$ cat src/rtl/core/mtbd_pkg.sv
// Package: shared types and constants for the bounded MT19937 draw block.
package mtbd_pkg;

  localparam int unsigned STATE_WORDS = 624;
  localparam int unsigned SHIFT_WORDS = 397;
  localparam int unsigned IDX_W = 10;
  localparam int unsigned ADDR_W = 10;

  localparam logic [31:0] UPPER_MASK = 32'h8000_0000;
  localparam logic [31:0] LOWER_MASK = 32'h7FFF_FFFF;
  localparam logic [31:0] TWIST_CONST = 32'h9908_B0DF;
  localparam logic [31:0] TEMPER_B = 32'h9D2C_5680;
  localparam logic [31:0] TEMPER_C = 32'hEFC6_0000;
  localparam logic [31:0] SEED_MULT = 32'd69069;
  localparam logic [31:0] DEFAULT_SEED = 32'h0000_1105;

  localparam logic [IDX_W-1:0] IDX_USED_UP = IDX_W'(STATE_WORDS);
  localparam logic [IDX_W-1:0] IDX_NEVER_SEEDED = IDX_W'(STATE_WORDS + 1);

  localparam logic OP_SEED = 1'b0;
  localparam logic OP_DRAW = 1'b1;

  typedef enum logic [1:0] {
    CMD_SEED,
    CMD_DRAW,
    CMD_ZERO
  } cmd_kind_t;

  typedef struct packed {
    cmd_kind_t   kind;
    logic [31:0] seed;
    logic [15:0] bound;
    logic [15:0] mask;
  } cmd_t;

  function automatic logic [31:0] twist_pair(logic [31:0] hi_word, logic [31:0] lo_word);
    logic [31:0] y;
    y = (hi_word & UPPER_MASK) | (lo_word & LOWER_MASK);
    return (y >> 1) ^ (y[0] ? TWIST_CONST : 32'h0);
  endfunction

  function automatic logic [31:0] temper(logic [31:0] w);
    logic [31:0] y;
    y = w ^ (w >> 11);
    y = y ^ ((y << 7) & TEMPER_B);
    y = y ^ ((y << 15) & TEMPER_C);
    y = y ^ (y >> 18);
    return y;
  endfunction

  function automatic logic [15:0] bound_mask(logic [15:0] b);
    logic [15:0] m;
    m = b;
    m = m | (m >> 1);
    m = m | (m >> 2);
    m = m | (m >> 4);
    m = m | (m >> 8);
    return m;
  endfunction

endpackage

$ cat src/rtl/core/mtbd_front.sv
// Front part: accept input transactions, classify them and queue commands.
module mtbd_front (
  input  logic                 clk,
  input  logic                 rst_n,
  input  logic                 in_valid,
  output logic                 in_stall,
  input  logic                 in_operation,
  input  logic [31:0]          in_seed_value,
  input  logic [15:0]          in_bound,
  output logic                 cmd_valid,
  input  logic                 cmd_take,
  output mtbd_pkg::cmd_t       cmd
);

  mtbd_pkg::cmd_t q_r [2];
  logic           wp_r;
  logic           rp_r;
  logic [1:0]     cnt_r;
  mtbd_pkg::cmd_t c_new;
  logic           push;

  always_comb begin
    c_new.seed = in_seed_value;
    c_new.bound = in_bound;
    c_new.mask = mtbd_pkg::bound_mask(in_bound);
    if (in_operation == mtbd_pkg::OP_SEED) begin
      c_new.kind = mtbd_pkg::CMD_SEED;
    end else if (in_bound == 16'd0) begin
      c_new.kind = mtbd_pkg::CMD_ZERO;
    end else begin
      c_new.kind = mtbd_pkg::CMD_DRAW;
    end
  end

  assign in_stall = (cnt_r == 2'd2);
  assign push = in_valid && !in_stall;
  assign cmd_valid = (cnt_r != 2'd0);
  assign cmd = q_r[rp_r];

  always_ff @(posedge clk) begin
    if (push) begin
      q_r[wp_r] <= c_new;
    end
    if (!rst_n) begin
      wp_r <= 1'b0;
      rp_r <= 1'b0;
      cnt_r <= 2'd0;
    end else begin
      if (push) begin
        wp_r <= !wp_r;
      end
      if (cmd_take) begin
        rp_r <= !rp_r;
      end
      cnt_r <= cnt_r + {1'b0, push} - {1'b0, cmd_take};
    end
  end

endmodule

$ cat config.mk
export PLATFORM = sky130hd
export DESIGN_NAME = mtbd_front
export DESIGN_NICKNAME = d
export VERILOG_FILES = /design/src/rtl/core/mtbd_pkg.sv /design/src/rtl/core/mtbd_front.sv
export SDC_FILE = /design/constraint.sdc
export NUM_CORES = 1
export LEC_CHECK = 0
export BUFFER_PORTS_ARGS = -buffer_cell sky130_fd_sc_hd__buf_2
export CAP_MARGIN = 5
export CORE_MARGIN = 5
export CORE_UTILIZATION = 53
export DETAILED_ROUTE_END_ITERATION = 8
export PLACE_DENSITY_LB_ADDON = 0.15
export SETUP_SLACK_MARGIN = 0.1
export SLEW_MARGIN = 20
export SYNTH_ARGS = -nofsm -noshare
export SYNTH_HDL_FRONTEND = slang
export SYNTH_SLANG_ARGS = --single-unit
$ cat constraint.sdc
create_clock -name clk -period 2.95 [get_ports clk]
set_clock_uncertainty 0.15 [all_clocks]
set_input_delay 0.295 -clock clk [delete_from_list [all_inputs] [get_ports clk]]
set_output_delay 0.295 -clock clk [all_outputs]
set_load 0.01 [all_outputs]
==> impl_metrics.ini <==
[status]
run_status = completed

[worst_setup_path]
cp_max_fo = 5
cp_slowest_stage_delay_ps = 530
crit-reg2reg-capture = q_r[1][64]
regToRegSetupSlack_ps = 1030
timing_worst_setup_path_type = in2reg
path_buf_inv = 4
crit_path_end_kind = flip-flop
critPathMostFrequentCell = sky130_fd_sc_hd__inv_2
cp_cell_sequence = dlygate4sd3_1, buf_2, nor4_4, inv_2, nor3b_4, inv_2, or4_1
timing.critical_path.slowest_stage_cell = sky130_fd_sc_hd__dlygate4sd3_1
worst-endpoint-required_ps = 3020
critical_path_s_top_delay_family = simple AND/OR/NAND/NOR gates
worst_ep_arrival_ps = 2340
crit_path_start_kind = input port
worst_r2r_startpoint = cnt_r[0]
worstRegToRegCells = 3

[clock_tree]
clock_path_buffers = 2
clock_latency_ps = 490
clock-sinks = 135
htreeDepth = 4
post_cts_setup_buffer_count = 0
cts_made_buffers = 17
cts-hold-fix-buffers = 50
ctsResizeCount = 0
cts-root-buf = sky130_fd_sc_hd__clkbuf_8
tritoncts_clock_tree = yes
clk_pin_slew_ps = 60

[layout]
layout-drive-gt1-share = 0.510
mostFrequentLayoutCell = sky130_fd_sc_hd__edfxtp_1
commonest_cells_after_routing_fill_and_taps_aside = 130 x sky130_fd_sc_hd__edfxtp_1, 120 x sky130_fd_sc_hd__buf_2, 65 x sky130_fd_sc_hd__mux2_2, 50 x sky130_fd_sc_hd__dlygate4sd3_1, 16 x sky130_fd_sc_hd__clkbuf_16
final.fill_count = 577
diodes = 0
postLayoutCoreUtil = 0.756
finish.instance_area_mm2 = 0.00702
areaGrowthSynthToFinish_pct = 38.2
nNetsFinal = 496
fin_cells = 582

[pwr]
static-leakage-power_nw = 2.57
internal-power_mw = 4.12
seq_power_share = 0.445
clock_power_share = 0.433
powerDensity_mw_per_mm2 = 745
switching_power_mw = 1.10
fin_total_pwr_mw = 5.22
max-vdd-ir-drop_mv = 0.419
p_sw_frac = 0.211
combinational_fraction_of_design_power = 0.121

[grt]
grt_max_degree = 66
overflow = 0
antenna_violations_before_repair = 0
grt_pass1_wl_mm = 15.5
grt_pass1_vias = 3165
gr-usage-all-layers = 0.175

[timing]
max-slew-margin-rel = 0.574
report.final.hold_viol_count = 0
setup_slack_ps = 684
setup_tns_final_ps = 0
final.period_utilization = 0.768
measured_slew_at_the_worst_slew_check_pin_ps = 639
unrepaired_setup_endpoints_after_global_routing = false
finalSetupViolCount = 0
fin_max_slew_vios = 0
finalCriticalPeriod_ps = 2270
hold_ws_ps = 48.7
fmax_mhz = 441

[detailed_routing]
via_count = 2880
route.antenna.remaining_nets = 0
detail_route.wirelength_mm = 9.73
remaining_drc_errors = 0
wl_per_cell_um = 16.7
drt_iter0_markers = 92
firstDrtPassIters = 4
via_per_inst = 4.95

[synthesis]
synth_compound_gate_area_share = 0.00345
count_of_yosys_warnings_during_synthesis = 0
synth.area.mux_share = 0.144
postSynthRegisterBits = 135
synth_xor_xnor_area_share = 0.00345
seq_area_frac_synth = 0.789
netlist_area_mm2 = 0.00508
synth_nets = 310
synth.lib_cells_used.distinct = 31
synth_area_per_cell_um2 = 19.9
largest_family_of_logic_cells_by_synthesized_area = multiplexers
syn-instance-count = 255
simple_gate_portion_of_the_synthesized_area = 0.0434
adder_cell_share_of_the_synthesized_area = 0.00493

[hold_path]
hold-path-endpoint = q_r[0][65]
hold_start = in_operation
timing.hold.worst_path_depth = 2
hp-class = in2reg

[floorplanning]
design.core.area_mm2 = 0.00928
die_w_um = 108
design.die.area_mm2 = 0.0116
top_level_ports = 121
floorplan.rows = 35
die_ht_um = 108
initial_cell_density_of_the_core = 0.547

[run]
cap_violations = 0

[placed_design]
place.gp.congestion = 0.738
placed_area_mm2 = 0.00587
detailed_place_hpwl_mm = 5.91
portBuffers = 120
place_inst = 501
dpl_worst_slack_ps = 744
[logic make-up (layout without fill, tap and decap cells)]
kind of cell / count (synthesis) / in the layout
AO/OA/AOI/OAI: 3 / 3
buffers and inverters: 15 / 213
XOR/XNOR: 2 / 2
AND/OR/NAND/NOR: 33 / 33
flip-flops: 135 / 135
adder cells (fa/ha/maj): 2 / 2
multiplexers: 65 / 65
[power by group through the flow]
stage               combinational, mW  clock, mW  sequential, mW
global route                    0.693       2.40            2.34
detailed placement              0.589          0            2.36
finish                          0.634       2.26            2.33
CTS                             0.645       2.31            2.33
floorplan                       0.339          0            2.36
global placement                0.585          0            2.35
[worst max-delay path by stage]
| stage | from | end | slack [ps] | cells past startpoint |
|---|---|---|---|---|
| finish | in_bound[13] | q_r[0][1] | 680 | 7 |
| global route | in_bound[13] | q_r[0][1] | 510 | 7 |
| CTS | flip-flop | cmd[45] | 690 | 3 |
| floorplan | cnt_r[0] | q_r[0][0] | 250 | 4 |
| detailed placement | in_bound[13] | q_r[0][1] | 740 | 6 |
| global placement | in_bound[13] | q_r[0][1] | 790 | 6 |
[area by class of cell]
cell class	instances	area (um2)	share of cell area
flip-flops and latches	135	4010	0.571
multi-input cells	105	1010	0.144
clock inverters	13	229	0.0326
inverters	7	26.3	0.00374
well taps	129	161	0.0230
clock buffers	18	418	0.0596
repair buffers	175	1160	0.166
[per-layer routing]
metal  global-route usage  routed length (um)  vias to the layer above
met3               0.0462                 536                        9
met2                0.302                5120                       95
met5                    0                   0                        -
met1                0.215                3970                     1401
met4               0.0595                  96                        0
li1                     -                   -                     1375
[worst register-to-register path, stage by stage (launching register included)]
cell	delay, ps
sky130_fd_sc_hd__dfxtp_1	350
sky130_fd_sc_hd__nand2b_1	160
sky130_fd_sc_hd__and3_2	620
sky130_fd_sc_hd__buf_4	340
[synth_stat cells]
cell	number	area share
sky130_fd_sc_hd__xor2_1	1	0.0017
sky130_fd_sc_hd__nand4_1	1	0.0012
sky130_fd_sc_hd__a21oi_1	1	0.00099
sky130_fd_sc_hd__and3_1	1	0.0012
sky130_fd_sc_hd__clkbuf_1	7	0.0052
sky130_fd_sc_hd__mux2_2	65	0.14
sky130_fd_sc_hd__nor4_1	2	0.0025
sky130_fd_sc_hd__ha_1	2	0.0049
sky130_fd_sc_hd__nor3_1	2	0.0020
sky130_fd_sc_hd__o21ai_0	1	0.00099
sky130_fd_sc_hd__nor2_1	5	0.0037
sky130_fd_sc_hd__nand2_1	3	0.0022
sky130_fd_sc_hd__or2_1	1	0.0012
sky130_fd_sc_hd__inv_1	5	0.0037
sky130_fd_sc_hd__nor3b_4	1	0.0037
sky130_fd_sc_hd__nand3_1	1	0.00099
sky130_fd_sc_hd__inv_2	2	0.0015
sky130_fd_sc_hd__and3_2	1	0.0015
sky130_fd_sc_hd__or3_1	3	0.0037
sky130_fd_sc_hd__nor4_4	1	0.0042
sky130_fd_sc_hd__dfxtp_1	5	0.020
sky130_fd_sc_hd__xnor2_1	1	0.0017
sky130_fd_sc_hd__or2_2	2	0.0025
sky130_fd_sc_hd__or4_4	1	0.0022
sky130_fd_sc_hd__buf_4	1	0.0015
sky130_fd_sc_hd__or3_2	1	0.0015
sky130_fd_sc_hd__a21boi_0	1	0.0015
sky130_fd_sc_hd__nand2b_1	3	0.0037
sky130_fd_sc_hd__edfxtp_1	130	0.77
sky130_fd_sc_hd__and2_1	2	0.0025
sky130_fd_sc_hd__or4_1	2	0.0030
[flip-flops by register name, indices dropped and copies added (netlist names), named ones only]
| signal | cells |
|---|---|
| cnt_r | 2 |
| q_r | 130 |
| rp_r | 1 |
| wp_r | 1 |
Power figures use the tool's default switching activity.
